[src/rtl/cst_pkg.sv]
// ----------------------------------------------------------------------------
// cst_pkg: shared types and constants for the step sequencer track
// Run modes, item function codes, register indexes, FSM states, CV limits.
// ----------------------------------------------------------------------------
`default_nettype none

package cst_pkg;

  localparam int STEPS_DEF = 32;
  localparam int MOD_W_DEF = 6;
  localparam int CV_W      = 13;

  localparam logic signed [CV_W-1:0] CV_RESET = -13'sd2400;
  localparam logic signed [CV_W-1:0] CV_MAX   = 13'sd3600;
  localparam logic signed [CV_W-1:0] CV_MIN   = -13'sd3600;

  // round-to-semitone: floor(x / 100) = (x * 5243) >> 19 for x < 43690
  localparam int          QUANT_SHIFT = 19;
  localparam logic [12:0] QUANT_RECIP = 13'd5243;
  localparam logic [13:0] QUANT_HALF  = 14'd50;
  localparam logic [6:0]  SEMITONE    = 7'd100;

  localparam logic [5:0]  LOOP_LEN_RST = 6'd8;
  localparam logic [4:0]  START_RST    = 5'd0;
  localparam logic [3:0]  STRIDE_RST   = 4'd1;
  localparam logic [31:0] GATE_RST     = 32'hFFFF_FFFF;

  typedef enum logic [2:0] {
    MODE_FWD       = 3'd0,
    MODE_BWD       = 3'd1,
    MODE_PING_PONG = 3'd2,
    MODE_RND_WALK  = 3'd3,
    MODE_RND_JUMP  = 3'd4
  } run_mode_t;

  typedef enum logic [1:0] {
    FUNC_TICK    = 2'd0,
    FUNC_RESTART = 2'd1,
    FUNC_WRITE   = 2'd2
  } func_t;

  typedef enum logic [2:0] {
    REG_RUN_MODE    = 3'd0,
    REG_LOOP_LEN    = 3'd1,
    REG_START       = 3'd2,
    REG_STRIDE      = 3'd3,
    REG_GATE        = 3'd4,
    REG_SAMPLE_HOLD = 3'd5,
    REG_QUANTIZE    = 3'd6,
    REG_TRACK_EN    = 3'd7
  } reg_idx_t;

  typedef enum logic [3:0] {
    ST_IDLE,
    ST_MOD_S,
    ST_MOD_A,
    ST_MOD_R,
    ST_STEP,
    ST_CUR_GO,
    ST_MOD_CUR,
    ST_READ,
    ST_QNT,
    ST_HOLD
  } state_t;

  typedef enum logic [1:0] {
    SRC_CNT,
    SRC_STRIDE,
    SRC_RSTEP
  } mod_src_t;

  function automatic logic signed [CV_W-1:0] sat_cv(input logic signed [CV_W-1:0] v);
    logic signed [CV_W-1:0] r;
    r = v;
    if (v > CV_MAX) r = CV_MAX;
    if (v < CV_MIN) r = CV_MIN;
    return r;
  endfunction

endpackage

`default_nettype wire

[src/rtl/cyclic_step_sequencer_track.sv]
// ----------------------------------------------------------------------------
// cyclic_step_sequencer_track: one track of a cyclic step sequencer
// Remainder width DW = max(log2 STEPS, 5) + 1. A tick in modes 0-3 reduces the
// counter and then the stride in the remainder unit; a random jump reduces the
// random step, other items skip it; below 32 steps, repeated subtraction of STEPS
// wraps the step index. One item at a time; in_stall holds until the output loads.
// Sync reset: counter, direction and held CV zero, table reads -2400 until written.
// ----------------------------------------------------------------------------
`default_nettype none

module cyclic_step_sequencer_track import cst_pkg::*; #(
  parameter int STEPS = STEPS_DEF
) (
  input  wire logic                   clk,
  input  wire logic                   rst_n,

  input  wire logic                   cfg_we,
  input  wire logic [2:0]             cfg_index,
  input  wire logic [31:0]            cfg_data,

  input  wire logic                   in_valid,
  output logic                        in_stall,
  input  wire logic [1:0]             in_func,
  input  wire logic                   in_random_bit,
  input  wire logic [4:0]             in_random_step,
  input  wire logic [4:0]             in_table_index,
  input  wire logic signed [CV_W-1:0] in_table_value,

  output logic                        out_valid,
  input  wire logic                   out_stall,
  output logic [4:0]                  out_current_step,
  output logic                        out_gate,
  output logic signed [CV_W-1:0]      out_cv_out,
  output logic                        out_advanced
);

  localparam int CW = $clog2(STEPS);
  localparam int NW = $clog2(STEPS + 1);
  localparam int DW = ((CW > 5) ? CW : 5) + 1;

  // configuration
  run_mode_t   run_mode_r;
  logic [5:0]  loop_len_r;
  logic [4:0]  start_r;
  logic [3:0]  stride_r;
  logic [31:0] gate_r;
  logic        shold_r;
  logic        quant_r;
  logic        en_r;

  always_ff @(posedge clk) begin
    if (!rst_n) begin
      run_mode_r <= MODE_FWD;
      loop_len_r <= LOOP_LEN_RST;
      start_r    <= START_RST;
      stride_r   <= STRIDE_RST;
      gate_r     <= GATE_RST;
      shold_r    <= 1'b0;
      quant_r    <= 1'b0;
      en_r       <= 1'b1;
    end else if (cfg_we) begin
      case (reg_idx_t'(cfg_index))
        REG_RUN_MODE:    run_mode_r <= run_mode_t'(cfg_data[2:0]);
        REG_LOOP_LEN:    loop_len_r <= cfg_data[5:0];
        REG_START:       start_r    <= cfg_data[4:0];
        REG_STRIDE:      stride_r   <= cfg_data[3:0];
        REG_GATE:        gate_r     <= cfg_data;
        REG_SAMPLE_HOLD: shold_r    <= cfg_data[0];
        REG_QUANTIZE:    quant_r    <= cfg_data[0];
        REG_TRACK_EN:    en_r       <= cfg_data[0];
        default: begin
        end
      endcase
    end
  end

  // state and datapath registers
  state_t                 state_r;
  state_t                 state_nxt;
  logic [CW-1:0]          cnt_r;
  logic [CW-1:0]          cnt_nxt;
  logic                   dir_r;
  logic                   dir_nxt;
  logic signed [CV_W-1:0] held_cv_r;
  logic signed [CV_W-1:0] held_cv_nxt;
  logic                   adv_r;
  logic                   rbit_r;
  logic [CW-1:0]          sm_r;
  logic [CW-1:0]          am_r;
  logic [DW-1:0]          cur_r;
  logic                   out_valid_r;
  logic                   out_valid_nxt;
  logic [4:0]             out_step_r;
  logic                   out_gate_r;
  logic signed [CV_W-1:0] out_cv_r;
  logic                   out_adv_r;

  logic                   in_acc;
  func_t                  func_w;
  logic                   out_free;
  logic [NW-1:0]          n_eff;
  logic [3:0]             stride_eff;
  logic                   mod_go;
  mod_src_t               mod_src;
  logic [DW-1:0]          mod_dvd;
  logic [DW-1:0]          mod_dvs;
  logic                   mod_done;
  logic [DW-1:0]          mod_rem;
  logic [DW-1:0]          sum_w;
  logic [DW-1:0]          fwd_w;
  logic [DW-1:0]          bwd_w;
  logic [CW-1:0]          fwd_c;
  logic [CW-1:0]          bwd_c;
  logic [CW-1:0]          rst_cnt;
  logic [DW-1:0]          cur_sum;
  logic [DW-1:0]          cur_wrap;
  logic                   tbl_we;
  logic                   gate_w;
  logic signed [CV_W-1:0] q_cv;

  assign in_stall = (state_r != ST_IDLE);
  assign in_acc   = in_valid && !in_stall;
  assign func_w   = func_t'(in_func);
  assign out_free = !out_valid_r || !out_stall;

  always_comb begin
    if (loop_len_r == '0) begin
      n_eff = NW'(1);
    end else if (int'(loop_len_r) > STEPS) begin
      n_eff = NW'(STEPS);
    end else begin
      n_eff = NW'(loop_len_r);
    end
    if (stride_r == 4'd0) begin
      stride_eff = 4'd1;
    end else if (stride_r > 4'd8) begin
      stride_eff = 4'd8;
    end else begin
      stride_eff = stride_r;
    end
  end

  // remainder unit operands
  always_comb begin
    case (mod_src)
      SRC_CNT:    mod_dvd = DW'(cnt_r);
      SRC_STRIDE: mod_dvd = DW'(stride_eff);
      SRC_RSTEP:  mod_dvd = DW'(in_random_step);
      default:    mod_dvd = '0;
    endcase
  end

  assign mod_dvs = DW'(n_eff);

  cst_mod_unit #(
    .DW (DW)
  ) u_mod (
    .clk      (clk),
    .rst_n    (rst_n),
    .go       (mod_go),
    .dividend (mod_dvd),
    .divisor  (mod_dvs),
    .done     (mod_done),
    .rem      (mod_rem)
  );

  // forward and backward moves from reduced counter and stride
  always_comb begin
    sum_w = DW'(sm_r) + DW'(am_r);
    if (sum_w >= DW'(n_eff)) begin
      fwd_w = sum_w - DW'(n_eff);
    end else begin
      fwd_w = sum_w;
    end
    if (sm_r >= am_r) begin
      bwd_w = DW'(sm_r) - DW'(am_r);
    end else begin
      bwd_w = DW'(sm_r) + DW'(n_eff) - DW'(am_r);
    end
    fwd_c = CW'(fwd_w);
    bwd_c = CW'(bwd_w);
  end

  // current step: offset plus counter, wrapped by compare and subtract
  always_comb begin
    cur_sum = DW'(start_r) + DW'(cnt_r);
    if (cur_sum >= DW'(STEPS)) begin
      cur_wrap = cur_sum - DW'(STEPS);
    end else begin
      cur_wrap = cur_sum;
    end
  end

  always_comb begin
    case (run_mode_r)
      MODE_FWD, MODE_PING_PONG, MODE_RND_WALK: rst_cnt = '0;
      MODE_BWD: rst_cnt = CW'(n_eff - NW'(1));
      default:  rst_cnt = cnt_r;
    endcase
  end

  always_comb begin
    cnt_nxt = cnt_r;
    dir_nxt = dir_r;
    if (in_acc && en_r && (func_w == FUNC_RESTART)) begin
      cnt_nxt = rst_cnt;
    end else if (state_r == ST_STEP) begin
      case (run_mode_r)
        MODE_FWD: cnt_nxt = fwd_c;
        MODE_BWD: cnt_nxt = bwd_c;
        MODE_PING_PONG: begin
          if (dir_r) begin
            if (bwd_c > cnt_r) begin
              cnt_nxt = fwd_c;
              dir_nxt = 1'b0;
            end else begin
              cnt_nxt = bwd_c;
            end
          end else begin
            if (fwd_c < cnt_r) begin
              cnt_nxt = bwd_c;
              dir_nxt = 1'b1;
            end else begin
              cnt_nxt = fwd_c;
            end
          end
        end
        MODE_RND_WALK: cnt_nxt = rbit_r ? fwd_c : bwd_c;
        MODE_RND_JUMP: cnt_nxt = sm_r;
        default: begin
        end
      endcase
    end
  end

  // sequencer
  always_comb begin
    state_nxt = state_r;
    mod_go    = 1'b0;
    mod_src   = SRC_CNT;
    case (state_r)
      ST_IDLE: begin
        if (in_acc) begin
          state_nxt = ST_CUR_GO;
          if (en_r && (func_w == FUNC_TICK)) begin
            case (run_mode_r)
              MODE_FWD, MODE_BWD, MODE_PING_PONG, MODE_RND_WALK: begin
                mod_go    = 1'b1;
                mod_src   = SRC_CNT;
                state_nxt = ST_MOD_S;
              end
              MODE_RND_JUMP: begin
                mod_go    = 1'b1;
                mod_src   = SRC_RSTEP;
                state_nxt = ST_MOD_R;
              end
              default: state_nxt = ST_CUR_GO;
            endcase
          end
        end
      end
      ST_MOD_S: begin
        if (mod_done) begin
          mod_go    = 1'b1;
          mod_src   = SRC_STRIDE;
          state_nxt = ST_MOD_A;
        end
      end
      ST_MOD_A: begin
        if (mod_done) begin
          state_nxt = ST_STEP;
        end
      end
      ST_MOD_R: begin
        if (mod_done) begin
          state_nxt = ST_STEP;
        end
      end
      ST_STEP:   state_nxt = ST_CUR_GO;
      ST_CUR_GO: state_nxt = ST_MOD_CUR;
      ST_MOD_CUR: begin
        if (cur_r < DW'(STEPS)) begin
          state_nxt = ST_READ;
        end
      end
      ST_READ: state_nxt = ST_QNT;
      ST_QNT:  state_nxt = ST_HOLD;
      ST_HOLD: begin
        if (out_free) begin
          state_nxt = ST_IDLE;
        end
      end
      default: state_nxt = ST_IDLE;
    endcase
  end

  // CV table and quantizer
  assign tbl_we = in_acc && (func_w == FUNC_WRITE) && (int'(in_table_index) < STEPS);

  logic signed [CV_W-1:0] rd_cv;

  cst_cv_mem #(
    .STEPS (STEPS)
  ) u_mem (
    .clk     (clk),
    .rst_n   (rst_n),
    .wr_en   (tbl_we),
    .wr_addr (CW'(in_table_index)),
    .wr_data (sat_cv(in_table_value)),
    .rd_en   (state_r == ST_READ),
    .rd_addr (CW'(cur_r)),
    .rd_data (rd_cv)
  );

  cst_quant u_quant (
    .clk  (clk),
    .ld   (state_r == ST_QNT),
    .qen  (quant_r),
    .din  (rd_cv),
    .dout (q_cv)
  );

  assign gate_w = (int'(cur_r) < 32) ? gate_r[5'(cur_r)] : 1'b0;

  always_comb begin
    held_cv_nxt = held_cv_r;
    if ((state_r == ST_HOLD) && out_free && adv_r && (!shold_r || gate_w)) begin
      held_cv_nxt = q_cv;
    end
  end

  assign out_valid_nxt = (state_r == ST_HOLD) || (out_valid_r && out_stall);

  always_ff @(posedge clk) begin
    if (!rst_n) begin
      state_r     <= ST_IDLE;
      cnt_r       <= '0;
      dir_r       <= 1'b0;
      held_cv_r   <= '0;
      adv_r       <= 1'b0;
      out_valid_r <= 1'b0;
    end else begin
      state_r     <= state_nxt;
      cnt_r       <= cnt_nxt;
      dir_r       <= dir_nxt;
      held_cv_r   <= held_cv_nxt;
      out_valid_r <= out_valid_nxt;
      if (in_acc) begin
        adv_r <= en_r && ((func_w == FUNC_TICK) || (func_w == FUNC_RESTART));
      end
    end
  end

  always_ff @(posedge clk) begin
    if (in_acc) begin
      rbit_r <= in_random_bit;
    end
    if (mod_done) begin
      case (state_r)
        ST_MOD_S: sm_r <= CW'(mod_rem);
        ST_MOD_A: am_r <= CW'(mod_rem);
        ST_MOD_R: sm_r <= CW'(mod_rem);
        default: begin
        end
      endcase
    end
    if (state_r == ST_CUR_GO) begin
      cur_r <= cur_wrap;
    end else if ((state_r == ST_MOD_CUR) && (cur_r >= DW'(STEPS))) begin
      cur_r <= cur_r - DW'(STEPS);
    end
    if ((state_r == ST_HOLD) && out_free) begin
      out_step_r <= 5'(cur_r);
      out_gate_r <= en_r && gate_w;
      out_cv_r   <= en_r ? held_cv_nxt : '0;
      out_adv_r  <= adv_r;
    end
  end

  assign out_valid        = out_valid_r;
  assign out_current_step = out_step_r;
  assign out_gate         = out_gate_r;
  assign out_cv_out       = out_cv_r;
  assign out_advanced     = out_adv_r;

endmodule

`default_nettype wire

[src/rtl/cst_mod_unit.sv]
// ----------------------------------------------------------------------------
// cst_mod_unit: bit-serial remainder unit
// Restoring division, one dividend bit per cycle; remainder valid with done.
// ----------------------------------------------------------------------------
`default_nettype none

module cst_mod_unit import cst_pkg::*; #(
  parameter  int DW  = MOD_W_DEF,
  localparam int CTW = $clog2(DW + 1)
) (
  input  wire logic          clk,
  input  wire logic          rst_n,
  input  wire logic          go,
  input  wire logic [DW-1:0] dividend,
  input  wire logic [DW-1:0] divisor,
  output logic               done,
  output logic [DW-1:0]      rem
);

  logic           busy_r;
  logic           done_r;
  logic [CTW-1:0] cnt_r;
  logic [DW-1:0]  sh_r;
  logic [DW-1:0]  div_r;
  logic [DW-1:0]  rem_r;
  logic [DW:0]    part;
  logic [DW:0]    dvs_ext;
  logic [DW-1:0]  rem_nxt;
  logic           load;

  assign load    = go && !busy_r;
  assign part    = {rem_r, sh_r[DW-1]};
  assign dvs_ext = {1'b0, div_r};

  always_comb begin
    if (part >= dvs_ext) begin
      rem_nxt = DW'(part - dvs_ext);
    end else begin
      rem_nxt = DW'(part);
    end
  end

  always_ff @(posedge clk) begin
    if (!rst_n) begin
      busy_r <= 1'b0;
      done_r <= 1'b0;
      cnt_r  <= '0;
    end else begin
      done_r <= busy_r && (cnt_r == CTW'(1));
      if (load) begin
        busy_r <= 1'b1;
        cnt_r  <= CTW'(DW);
      end else if (busy_r) begin
        cnt_r <= cnt_r - CTW'(1);
        if (cnt_r == CTW'(1)) begin
          busy_r <= 1'b0;
        end
      end
    end
  end

  always_ff @(posedge clk) begin
    if (load) begin
      sh_r  <= dividend;
      div_r <= divisor;
      rem_r <= '0;
    end else if (busy_r) begin
      sh_r  <= sh_r << 1;
      rem_r <= rem_nxt;
    end
  end

  assign done = done_r;
  assign rem  = rem_r;

endmodule

`default_nettype wire

[src/rtl/cst_cv_mem.sv]
// ----------------------------------------------------------------------------
// cst_cv_mem: CV table memory
// One write and one registered read port; unwritten entries read as -2400.
// ----------------------------------------------------------------------------
`default_nettype none

module cst_cv_mem import cst_pkg::*; #(
  parameter  int STEPS = STEPS_DEF,
  localparam int AW    = $clog2(STEPS)
) (
  input  wire logic                   clk,
  input  wire logic                   rst_n,
  input  wire logic                   wr_en,
  input  wire logic [AW-1:0]          wr_addr,
  input  wire logic signed [CV_W-1:0] wr_data,
  input  wire logic                   rd_en,
  input  wire logic [AW-1:0]          rd_addr,
  output logic signed [CV_W-1:0]      rd_data
);

  logic signed [CV_W-1:0] mem_r [STEPS];
  logic [STEPS-1:0]       vld_r;
  logic signed [CV_W-1:0] rdat_r;
  logic                   rvld_r;

  always_ff @(posedge clk) begin
    if (wr_en) begin
      mem_r[wr_addr] <= wr_data;
    end
    if (rd_en) begin
      rdat_r <= mem_r[rd_addr];
    end
  end

  always_ff @(posedge clk) begin
    if (!rst_n) begin
      vld_r  <= '0;
      rvld_r <= 1'b0;
    end else begin
      if (wr_en) begin
        vld_r[wr_addr] <= 1'b1;
      end
      if (rd_en) begin
        rvld_r <= vld_r[rd_addr];
      end
    end
  end

  assign rd_data = rvld_r ? rdat_r : CV_RESET;

endmodule

`default_nettype wire

[src/rtl/cst_quant.sv]
// ----------------------------------------------------------------------------
// cst_quant: semitone quantizer
// Rounds cents to a multiple of 100, half away from zero; one register stage.
// ----------------------------------------------------------------------------
`default_nettype none

module cst_quant import cst_pkg::*; (
  input  wire logic                   clk,
  input  wire logic                   ld,
  input  wire logic                   qen,
  input  wire logic signed [CV_W-1:0] din,
  output logic signed [CV_W-1:0]      dout
);

  localparam int PW = 27;

  logic [CV_W-1:0]             absv;
  logic [13:0]                 mag;
  logic [PW-1:0]               prod_r;
  logic                        neg_r;
  logic                        qen_r;
  logic signed [CV_W-1:0]      raw_r;
  logic [PW-QUANT_SHIFT-1:0]   q;
  logic [13:0]                 m;
  logic signed [CV_W-1:0]      mq;

  always_comb begin
    if (din[CV_W-1]) begin
      absv = CV_W'(-din);
    end else begin
      absv = CV_W'(din);
    end
    mag = {1'b0, absv} + QUANT_HALF;
  end

  always_ff @(posedge clk) begin
    if (ld) begin
      prod_r <= PW'(mag) * PW'(QUANT_RECIP);
      neg_r  <= din[CV_W-1];
      qen_r  <= qen;
      raw_r  <= din;
    end
  end

  always_comb begin
    q  = prod_r[PW-1:QUANT_SHIFT];
    m  = 14'(q) * 14'(SEMITONE);
    mq = signed'(m[CV_W-1:0]);
    if (!qen_r) begin
      dout = raw_r;
    end else if (neg_r) begin
      dout = -mq;
    end else begin
      dout = mq;
    end
  end

endmodule

`default_nettype wire

[config.mk]
export PLATFORM = sky130hd
export DESIGN_NAME = cyclic_step_sequencer_track
export DESIGN_NICKNAME = d
export VERILOG_FILES = /design/src/rtl/cst_pkg.sv /design/src/rtl/cyclic_step_sequencer_track.sv /design/src/rtl/cst_mod_unit.sv /design/src/rtl/cst_cv_mem.sv /design/src/rtl/cst_quant.sv
export SDC_FILE = /design/constraint.sdc
export NUM_CORES = 1
export LEC_CHECK = 0
export BUFFER_PORTS_ARGS = -buffer_cell sky130_fd_sc_hd__buf_2
export CAP_MARGIN = 10
export CORE_ASPECT_RATIO = 1.75
export CORE_UTILIZATION = 40
export CTS_CLUSTER_DIAMETER = 50
export CTS_CLUSTER_SIZE = 14
export DETAILED_ROUTE_END_ITERATION = 12
export PLACE_DENSITY = 0.65
export RECOVER_POWER = 100
export SLEW_MARGIN = 20
export SYNTH_ARGS = -nofsm -noshare
export SYNTH_HDL_FRONTEND = slang
export SYNTH_SLANG_ARGS = --single-unit
[constraint.sdc]
create_clock -name clk -period 14.96 [get_ports clk]
set_input_delay 2.992 -clock clk [delete_from_list [all_inputs] [get_ports clk]]
set_output_delay 2.992 -clock clk [all_outputs]
set_load 0.05 [all_outputs]
# Word level (Yosys, flattened, before mapping)
# Memories as Yosys holds them, arrays and structs flattened. A register that Yosys moved wholly into a read port is not among the register bits.
# Index checks and enable logic that the tools add are counted.
op_classes:
  n_addsub: 14
  n_mul: 2
  magnitude_cmp: 16
  n_eq_ne: 31
  n_mux: 63
  bitwise_logic: 3
  n_reduce_logical: 55
ops:
  columns: ["cell", "n"]
  rows:
  - ["two-way mux 13 bit", 7]
  - ["two-way mux 6 bit", 8]
  - ["two-way mux 5 bit", 8]
  - ["case mux 4 bit (9 select lines)", 1]
  - ["OR 32 bit", 1]
  - ["two-way mux 4 bit", 7]
  - ["multiplier 14 x 13 -> 27 bit (second input constant)", 1]
  - ["negator 13 bit", 2]
  - ["case mux 5 bit (5 select lines)", 1]
  - ["AND reduction 2 bit", 10]
  - ["two-way mux 1 bit", 17]
  - ["equality test 4 x 3 -> 1 bit (second input constant)", 4]
  - ["equality test 3 bit (second input constant)", 5]
  - ["logical AND 1 bit", 15]
  - ["case mux 5 bit (3 select lines)", 1]
  - ["subtractor 5 bit", 3]
  - ["adder 13 x 6 -> 14 bit (second input constant)", 1]
  - ["greater-than comparator 13 bit (second input constant)", 1]
  - ["< comparator 13 bit (second input constant)", 1]
  - ["adder 5 x 5 -> 6 bit", 2]
  - ["equality test 3 x 2 -> 1 bit (second input constant)", 4]
  - [">= comparator 6 bit (second input constant)", 2]
  - ["< comparator 5 x 6 -> 1 bit (second input constant)", 2]
  - ["< comparator 6 bit (second input constant)", 2]
  - ["other kinds (47)", 78]
word_totals:
  ff_bits: 213
  mem_bits_rw: 416
  inputBits: 66
  word_cells: 220
  memories: 1
memory_table:
  columns: ["name", "words", "word_bits", "read_ports", "rd_ports_with_merged_regs", "write_ports", "line_no", "source"]
  rows:
  - ["u_mem.mem_r", 32, 13, 1, 1, 1, "cst_cv_mem.sv:21", "logic signed [CV_W-1:0] mem_r [STEPS];"]

# Logic depth before layout (Yosys ltp)
# Gate-level depths: netlist (run 1).
depth:
  ltp_word: 12
  depth_mapped: 33
  depth_no_buf: 31

# Modules after synthesis
# Synthesis (run 1) repeated with hierarchy kept, for this count alone.
unflattened:
  cells_unflattened: 2194
  area_unflattened_um2: 31152.4
modules_own_cells:
  columns: ["mod", "instances", "cells_each", "area_per_inst_um2", "seq_area_each_um2"]
  rows:
  - ["cst_cv_mem", 1, 776, 17636.9, 13543.0]
  - ["cyclic_step_sequencer_track", 1, 694, 6547.5, 2672.6]
  - ["cst_quant", 1, 611, 5751.8, 660.6]
  - ["cst_mod_unit", 1, 113, 1216.2, 580.6]

# Least setup slack after synthesis (run 1)
# No wires, ideal clock.
synth_path:
  path_kind: "register to register"
  start: "register u_mem.rvld_r"
  end: "register u_quant.prod_r[26], data pin"
  setup_ps: 266
  t_arrival_ps: 7140
  t_required_ps: 14694
  path_slack_ps: 7554
  stages_incl_launch_ff: 33
  path_cell_list: "dfxtp_1 clkbuf_1 clkbuf_1 and2_1 inv_1 ha_1 nor2_1 xnor2_1 ha_1 inv_1 o21a_1 nor2b_1 nor3_1 o22a_1 xnor2_1 ha_1 ha_1 inv_1 fa_1 inv_1 fa_1 inv_1 fa_1 inv_1 ha_1 and3_1 and2_1 a221oi_1 o21ai_0 a31oi_2 o21ai_1 o41ai_1 xnor2_1"
synth_via:
  elab_chain_len: 5
synth_lines:
  columns: ["element", "line_no", "source"]
  rows:
  - ["from (decl)", "cst_cv_mem.sv:24", "logic rvld_r;"]
  - ["from (signal assigned)", "cst_cv_mem.sv:44", "rvld_r <= vld_r[rd_addr];"]
  - ["two-way mux 13 bit (*)", "cst_cv_mem.sv:49", "assign rd_data = rvld_r ? rdat_r : CV_RESET;"]
  - ["via rd_cv[1]", "cyclic_step_sequencer_track.sv:300", "logic signed [CV_W-1:0] rd_cv;"]
  - ["negator 13 bit", "cst_quant.sv:29", "absv = CV_W'(-din);"]
  - ["two-way mux 13 bit (*)", "cst_quant.sv:28", "if (din[CV_W-1]) begin"]
  - ["adder 13 x 6 -> 14 bit (*)", "cst_quant.sv:33", "mag = {1'b0, absv} + QUANT_HALF;"]
  - ["multiplier 14 x 13 -> 27 bit (*)", "cst_quant.sv:38", "prod_r <= PW'(mag) * PW'(QUANT_RECIP);"]
  - ["to (signal assigned)", "cst_quant.sv:38", null]
  - ["to (decl)", "cst_quant.sv:19", "logic [PW-1:0] prod_r;"]
# The timed path passes the listed nets; every way through them passes the cells marked *.
# A chain may end at the register's enable or synchronous reset.

==> results of run 1 <==
==> metal layers <==
metal / up-vias / part of all wire
li1: 8056 / -
met1: 8870 / 0.36
met2: 380 / 0.57
met3: 115 / 0.034
met4: 2 / 0.037
met5: - / 0.00016
==> worst max-delay path: stages (launching register included) <==
cell,delay [ns]
edfxtp_1,0.33
clkbuf_1,2.36
clkbuf_1,2.62
clkbuf_1,2.60
mux4_2,0.79
mux4_2,0.50
mux2_1,0.40
==> worst paths after layout <==
path / to / slack (ns) / depth (start not counted)
setup / recovery: u_mem.rdat_r[12] / 4.98 / 6
hold / removal: u_mem.vld_r[26] / 0.47 / 2
setup reg to reg: u_mem.rdat_r[12] / 4.98 / 6
hold reg to reg: u_mem.vld_r[26] / 0.47 / 2
==> sequential cells by signal, indices dropped and copies added, names as in the netlist, 6 cells and up <==
signal	count
loop_len_r	6
gate_r	32
u_mem.mem_r	416
u_mod.rem	6
u_mem.vld_r	32
held_cv_r	13
u_quant.raw_r	13
u_mod.div_r	6
u_quant.prod_r	8
out_cv_out	13
cur_r	6
u_mod.sh_r	6
u_mem.rdat_r	13
==> report_power, final <==
part	internal [mW]	total [mW]	leakage (nW)	switching, mW
registers	1.92	1.96	5.47	0.0378
logic	0.311	0.732	6.08	0.421
clock network	0.674	1.28	0.741	0.609
total	2.90	3.97	12.3	1.07
==> logic make-up after synthesis <==
kind of cell             Yosys count  share of synthesized area
flip-flops                       622                     0.5732
AND/OR/NAND/NOR                  528                    0.07913
buffers and inverters            276                    0.03513
adder cells (fa/ha/maj)          236                     0.1140
multiplexers                     221                     0.1349
AO/OA/AOI/OAI                    205                    0.04318
XOR/XNOR                          66                    0.02034
other                              1                  0.0001231
==> through the flow <==
| step | total power [mW] | setup WS (ns) |
|---|---|---|
| after global routing | 4.153 | 3.527 |
| after detailed placement | 2.729 | 6.557 |
| after CTS | 4.004 | 6.514 |
| after floorplan | 2.519 | 7.554 |
| final | 3.971 | 4.982 |
| after global placement | 2.708 | 6.757 |
==> area by class of cell <==
class / instances / area (µm²)
multi-input combinational: 1264 / 11950
clock buffer: 76 / 1455
sequential: 622 / 17460
timing repair buffer: 108 / 479.2
inverter: 191 / 719.4
clock inverter: 6 / 73.82
tap: 1012 / 1266
fill: 6741 / 41810
antenna: 2 / 5.005
==> layout by cell type, fill, tap and decap left out, types with 16 or more instances in the layout <==
| cell type | netlist | layout |
|---|---|---|
| a21oi_1 | 70 | 70 |
| buf_2 | 13 | 56 |
| clkbuf_1 | 55 | 70 |
| clkbuf_16 | 0 | 54 |
| dfxtp_1 | 122 | 122 |
| edfxtp_1 | 500 | 500 |
| fa_1 | 69 | 69 |
| ha_1 | 167 | 167 |
| inv_1 | 185 | 186 |
| mux2_2 | 23 | 16 |
| mux2i_1 | 47 | 47 |
| mux4_2 | 149 | 149 |
| nand2_1 | 142 | 142 |
| nand3_1 | 56 | 55 |
| nor2_1 | 212 | 211 |
| o21ai_0 | 37 | 38 |
| xnor2_1 | 44 | 44 |
| xor2_1 | 18 | 18 |
==> impl_results.md, run 1 <==
* Synth top area share at 0.4930
* P per Cell Area at 118.9 nW/µm²
* Post-route antenna net violation count at 0
* Startpoint types: flop
* WS Path Type: reg -> reg
* Routability cong. at 0.8922
* Vias in the first global route at 18,310
* Unique masters post-synth at 82
* Hold Slack at 0.4665 ns
* Synth Warn # at 0
* Worst EP arrival at 10.31 ns
* Sequential area share after synthesis at 0.5732
* TNS Setup at 0 ns
* Violated checks: capacitance limit, slew limit
* GR Overflow Total at 0
* Chip Width at 210.6 µm
* DP Wirelength at 49.09 mm
* Min Tclk post-route at 9.978 ns
* Root buf cell: clkbuf_16
* Area grow syn2layout at 9.700%
* Post_cts resized at 0
* Worst-Margin Slew at 3.547 ns
* Avg Inst Size Synth at 14.13 µm²
* CTS tree: built
* Initial DRC count at 1,162
* Share of cells above drive strength 1 at 0.1390
* Die footprint at 77,280 µm²
* Worst Setup SP: cur_r[0]
* Yosys top cell by area: edfxtp_1
* Clk_lat worst skew at 0.61 ns
* Buffers on Ports at 87
* Tcrit/Tclk final at 0.6670
* Clock skew at 0.02475 ns
* Lkg Pwr at 12.29 nW
* Post-synthesis register bit count at 622
* Cts bufs inserted at 53
* Peak Freq at 100.2 MHz
* Count leader, synth: edfxtp_1
* Final net count at 2,542
* Drt wl/cell at 20.94 µm
* Area contributors post-synth: edfxtp_1 (49%), mux4_2 (11%), dfxtp_1 (8.0%)
* Row cnt at 133
* Finished Core Util at 0.4441
* CP Data Required Time at 15.29 ns
* Met1 usage at 0.1945
* Slew HR at -1.365
* Vias per cell at 5.310
* Worst-path fanout max at 41
* Total track usage at 0.1804
* Post-route cell area at 33,410 µm²
* RSZ-0062 raised after global routing: false
* Largest net degree at the start of global routing at 73
* Ys async rst share at 0
* Reg clk slew, reported paths at 0.07 ns
* Peak VDD IR at 0.07898 mV
* Final hold violations at 0
* EDFF count, synth at 500
* Cells after Synth at 2,155
* # H-tree levels at 2
* Vias at 17,420
* Core area at 75,220 µm²
* Top Ports at 88
* DR pass1 iterations at 7
* Clock Sinks at 622
* Synth cell count leaders: edfxtp_1 (500), nor2_1 (212), inv_1 (185)
* Initial Util at 0.4049
* HP Class: reg -> reg
* CTS Hold Buffers Added at 0
* Mapped cell area at 30,450 µm²
* Layer with the highest usage: met2
* # DRC at 0
* Hold path startpoint: u_mem.vld_r[26]
* Initial antenna violation count at 4
* Die Ht at 367.0 µm
* Endpoints failing setup at 0
* Placed Cells at 3,197
* CP endpoint kind: flop
* Global Route met3 Usage at 0.01907
* Drt total wl at 68.72 mm
* Non-filler instance count after layout at 3,281
* Launch point of the worst reg-to-reg path: cur_r[0]
* Met2 Usage GRT at 0.3521
* Global-route wire length before repair at 105.8 mm
* Clk buf depth at 3
* Placed inst area at 32,060 µm²
* Primary FF master, synth: edfxtp_1
* Post-CTS Setup Inserts at 0
* Final Max Tran Viols at 840
* Status: complete, but fails checks
* Max_cap viols at 37
No activity file was read; power rests on OpenSTA's default activity.
==> run 2, diff against run 1 <==
==> constraint.sdc (replaced) <==
create_clock -name clk -period 10.5 [get_ports clk]
set_input_delay 2.1 -clock clk [delete_from_list [all_inputs] [get_ports clk]]
set_output_delay 2.1 -clock clk [all_outputs]
set_load 0.05 [all_outputs]
==> run 2 against run 1 <==
Net effect:
- the flow still finishes with violations (capacitance limit, slew limit)
- die area is the same
- routed wire length is 0.47% lower
- maximum frequency is 15% higher
- power grew 42%
- sequential share of layout area is essentially flat
- sequential power rose by 42%
- clock skew rose by 0.021 ns
- largest power group unchanged
- highest routed layer unchanged
==> impl_results.md, run 2 (same netlist as run 1, synthesis figures left out) <==
* Vias in the first global route at 18,390
* Max_cap viols at 33
* Initial DRC count at 1,156
* DR pass1 iterations at 5
* Share of cells above drive strength 1 at 0.1367
* Post_cts resized at 0
* Top Ports at 88
* Drt total wl at 68.40 mm
* Status: complete, but fails checks
* Routability cong. at 0.8923
* TNS Setup at 0 ns
* Peak VDD IR at 0.1144 mV
* Global-route wire length before repair at 105.7 mm
* Max FFs per register at 416
* Reg clk slew, reported paths at 0.07 ns
* Power, Total at 5.636 mW
* Post-CTS Setup Inserts at 0
* Final hold violations at 0
* GR Overflow Total at 0
* Worst-Margin Slew at 3.513 ns
* CTS Hold Buffers Added at 0
* CP endpoint kind: flop
* RSZ-0062 raised after global routing: false
* Drt wl/cell at 20.84 µm
* Largest net degree at the start of global routing at 73
* Final net count at 2,542
* DP Wirelength at 48.89 mm
* Area grow syn2layout at 9.692%
* Most common cell after layout, fill and taps aside: edfxtp_1
* Clk_lat worst skew at 0.62 ns
* Most frequent cells in the layout: edfxtp_1 (500), nor2_1 (211), inv_1 (186), ha_1 (167), mux4_2 (149)
* # H-tree levels at 2
* Largest registers: u_mem.mem_r (416), gate_r (32), u_mem.vld_r (32)
* Worst-path fanout max at 23
* Vias at 17,430
* Die footprint at 77,280 µm²
* Lkg Pwr at 12.28 nW
* Slew HR at -1.342
* Clock Sinks at 622
* Row cnt at 133
* Chip Width at 210.6 µm
* Worst r2r path cells at 27
* Clk buf depth at 3
* Worst EP arrival at 9.01 ns
* # DRC at 0
* Vias per cell at 5.312
* Tcrit/Tclk final at 0.8259
* Initial Util at 0.4049
* HP Class: reg -> reg
* Min Tclk post-route at 8.672 ns
* Startpoint types: flop
* Initial antenna violation count at 4
* Hold path depth at 2
* Top reg by flops: u_mem.mem_r
* CP Data Required Time at 10.84 ns
* Post-route antenna net violation count at 0
* Violated checks: capacitance limit, slew limit
* Peak Freq at 115.3 MHz
* WS Path Type: reg -> reg
* P per Cell Area at 168.7 nW/µm²
* Final Max Tran Viols at 733
* Core area at 75,220 µm²
* Die Ht at 367.0 µm
* Placed inst area at 32,060 µm²
* Post-route cell area at 33,400 µm²
* CTS tree: built
* Root buf cell: clkbuf_16
* Buffers on Ports at 87
* Cts bufs inserted at 52
* Total track usage at 0.1800
* Clock skew at 0.04599 ns
* Endpoints failing setup at 0
-- run 2: cell count changes in the layout (fill, tap and decap cells not counted), moves of 2 or more --
cell      delta
clkbuf_8     -2
and2_0       +3
and2_1       -3
clkbuf_1     +4
-- run 2: metal layers --
metal	vias up	global-route usage	share of wire
met5	-	0	0.00015
met3	142	0.01967	0.037
met2	440	0.3471	0.56
met4	2	0.07943	0.044
met1	8782	0.1941	0.36
li1	8067	-	-
-- run 2: path summary, 6_finish.rpt --
check / from / to / slack (ns)
worst min-delay path: gate_r[20] / gate_r[20] / 0.47
worst max-delay path: u_mem.rvld_r / u_quant.prod_r[26] / 1.83
worst min register to register: gate_r[20] / gate_r[20] / 0.47
worst max register to register: u_mem.rvld_r / u_quant.prod_r[26] / 1.83
-- run 2: worst max-delay path, stage by stage (launching register included) --
cell and delay, ns:
dfxtp_1 0.75, nor2b_1 0.63, nor2_1 0.14, xnor2_1 0.47, ha_1 0.29, inv_1 0.05
o21a_1 0.20, nor2b_1 0.18, o22a_1 0.21, xnor2_1 0.64, ha_1 0.39, ha_1 0.29
inv_1 0.05, fa_1 0.53, inv_1 0.06, fa_1 0.53, inv_1 0.06, fa_1 0.53
inv_1 0.04, ha_1 0.30, and3_1 0.19, and2_0 0.20, a221oi_1 0.35, o21ai_0 0.15
a31oi_1 0.49, o21ai_0 0.23, o41ai_1 0.34, xnor2_1 0.10
-- run 2: area by class of cell --
type,count,area [µm²]
Sequential cell,622,17460
Tap cell,1012,1266
Inverter,191,719.4
Clock inverter,6,107.6
Multi-Input combinational cell,1264,11950
Clock buffer,76,1413
Timing Repair Buffer,109,486.7
Fill cell,6733,41810
Antenna cell,2,5.005
-- run 2: where the power goes --
| group | switching (mW) | total [mW] | internal [mW] |
|---|---|---|---|
| Clock | 0.878 | 1.82 | 0.938 |
| Sequential | 0.0540 | 2.79 | 2.73 |
| Combinational | 0.594 | 1.03 | 0.440 |
-- run 2: per-stage QoR --
step | utilization | hold WS, ns | cells | worst slack, ns
6_report | 0.4441 | 0.4687 | 3282 | 1.828
5_1_grt | 0.4440 | 0.4834 | 3280 | 1.115
4_1_cts | 0.4465 | 0.4715 | 3279 | 2.009
3_5_place_dp | 0.4262 | 0.4562 | 3197 | 2.060
3_3_place_gp | 0.4262 | 0.4435 | 3197 | 2.292
2_1_floorplan | - | 0.4080 | 2162 | 3.094
==> run 3, diff against run 2 <==
==> constraint.sdc (replaced) <==
create_clock -name clk -period 9 [get_ports clk]
set_input_delay 1.8 -clock clk [delete_from_list [all_inputs] [get_ports clk]]
set_output_delay 1.8 -clock clk [all_outputs]
set_load 0.05 [all_outputs]
==> run 3 against run 2 <==
Net effect:
- the flow still finishes with violations (capacitance limit, slew limit)
- power grew 18%
- first-iteration DRC count is 10% higher
- clock skew fell by 0.0043 ns
- design area is 0.20% higher
- die area unchanged
- non-clock buffer count shrank 1
- final cell count shrank 0.12%
- sequential cell count is the same
- largest power group unchanged
- highest routed layer unchanged
==> impl_results.md, run 3 (same netlist as run 1, synthesis figures left out) <==
* Peak Freq at 121.1 MHz
* Clock skew at 0.04173 ns
* Met1 usage at 0.1957
* Initial Util at 0.4049
* Global-route wire length before repair at 106.7 mm
* Met2 Usage GRT at 0.3500
* Tcrit/Tclk final at 0.9175
* Most frequent cells in the layout: edfxtp_1 (500), nor2_1 (211), inv_1 (185), ha_1 (167), mux4_2 (149)
* Routability cong. at 0.8979
* Vias in the first global route at 18,680
* Peak VDD IR at 0.1613 mV
* Largest net degree at the start of global routing at 96
* DR pass1 iterations at 7
* Clk_lat worst skew at 0.63 ns
* CP Data Required Time at 9.34 ns
* Worst-path fanout max at 23
* Final net count at 2,542
* Post_cts resized at 0
* Initial antenna violation count at 4
* RSZ-0062 raised after global routing: false
* # DRC at 0
* Share of cells above drive strength 1 at 0.1395
* Endpoints failing setup at 0
* CP endpoint kind: flop
* Initial DRC count at 1,274
* DP Wirelength at 48.45 mm
* Cts bufs inserted at 53
* Max_cap viols at 38
* Power, Total at 6.633 mW
* HP Class: reg -> reg
* Drt total wl at 68.26 mm
* Multi-input gate area at 11,960 µm²
* CTS Hold Buffers Added at 0
* Drt wl/cell at 20.82 µm
* # fillers at 6,753
* Row cnt at 133
* WS Path Type: reg -> reg
* Startpoint types: flop
* Clk buf depth at 3
* Worst-Margin Slew at 4.311 ns
* Buffers on Ports at 87
* Vias at 17,540
* Max FFs per register at 416
* GR Overflow Total at 0
* Most common cell after layout, fill and taps aside: edfxtp_1
* Lkg Pwr at 12.30 nW
* Worst Setup Slack, final at 0.7424 ns
* TNS Setup at 0 ns
* Post-route cell area at 33,470 µm²
* CP top delay family: adder cells
* CTS tree: built
* Worst path max stage delay at 0.74 ns
* Clock Sinks at 622
* Final hold violations at 0
* Storage cell area at 17,460 µm²
* Min Tclk post-route at 8.258 ns
* Buf+Inv Stages, Crit Path at 6
* Final Max Tran Viols at 850
* Violated checks: capacitance limit, slew limit
* Slew HR at -1.874
* Worst EP arrival at 8.60 ns
* Status: complete, but fails checks
* Global Route met3 Usage at 0.01787
* Vias per cell at 5.349
* Finished Core Util at 0.4450
* Root buf cell: clkbuf_16
* Placed inst area at 32,090 µm²
* Most numerous cell on the critical path: inv_1
* Post-route antenna net violation count at 0
* Post-CTS Setup Inserts at 0
* Chip Width at 210.6 µm
* Largest registers: u_mem.mem_r (416), gate_r (32), u_mem.vld_r (32)
* Layer with the highest usage: met2
* Total track usage at 0.1806
* Core area at 75,220 µm²
* Die Ht at 367.0 µm
* Area grow syn2layout at 9.914%
* Top reg by flops: u_mem.mem_r
* Top Ports at 88
* CP max-delay cell: dfxtp_1
* # H-tree levels at 2
* Die footprint at 77,280 µm²
* P per Cell Area at 198.2 nW/µm²
* Reg clk slew, reported paths at 0.07 ns
* Worst setup slack after placement at 0.8340 ns
## run 3: cell count changes in the layout (fill, tap and decap cells not counted), moves of 2 or more
cell	delta
inv_6	+2
clkinv_8	-2
o21ai_0	-2
buf_4	-2
clkbuf_1	-6
o21ai_1	+2
## run 3: path summary, 6_finish.rpt
| check | endpoint | slack, ns | cells past startpoint | from |
|---|---|---|---|---|
| setup / recovery | u_quant.prod_r[26] | 0.74 | 29 | u_mem.rvld_r |
| hold / removal | gate_r[22] | 0.46 | 2 | gate_r[22] |
| setup reg to reg | u_quant.prod_r[26] | 0.74 | 29 | u_mem.rvld_r |
| hold reg to reg | gate_r[22] | 0.46 | 2 | gate_r[22] |
## run 3: through the flow
| step | hold slack (ns) | cells |
|---|---|---|
| floorplan | 0.4080 | 2162 |
| global placement | 0.4437 | 3197 |
| detailed placement | 0.4504 | 3197 |
| CTS | 0.4669 | 3277 |
| global route | 0.4860 | 3277 |
| finish | 0.4609 | 3278 |
## run 3: layer usage
metal / wire, µm / share of wire
met1: 24620 / 0.36
met2: 38480 / 0.56
met3: 2275 / 0.033
met4: 2873 / 0.042
met5: 11 / 0.00016
## run 3: worst register-to-register path: cells and delay by family, from the launching register on
family	cells	cell delay, ns
simple gates	6	1.08
flops	1	0.74
buf+inv	6	0.65
compound gates	7	1.65
fa+ha+maj	7	2.86
xor+xnor	3	0.99
## run 3: final cells by class
class                      instances  area share
antenna                            1  0.00007476
clock buffer                      71     0.04228
clock inverter                     9    0.004859
inverter                         191     0.02149
multi-input combinational       1264      0.3572
sequential                       622      0.5215
tap                             1012     0.03783
timing repair buffer             108     0.01469
## run 3: power by group
group	leakage [nW]	internal (mW)	switching, mW
clock	0.754	1.14	1.03
sequential	5.47	3.19	0.0638
combinational	6.08	0.522	0.690
total	12.3	4.85	1.79
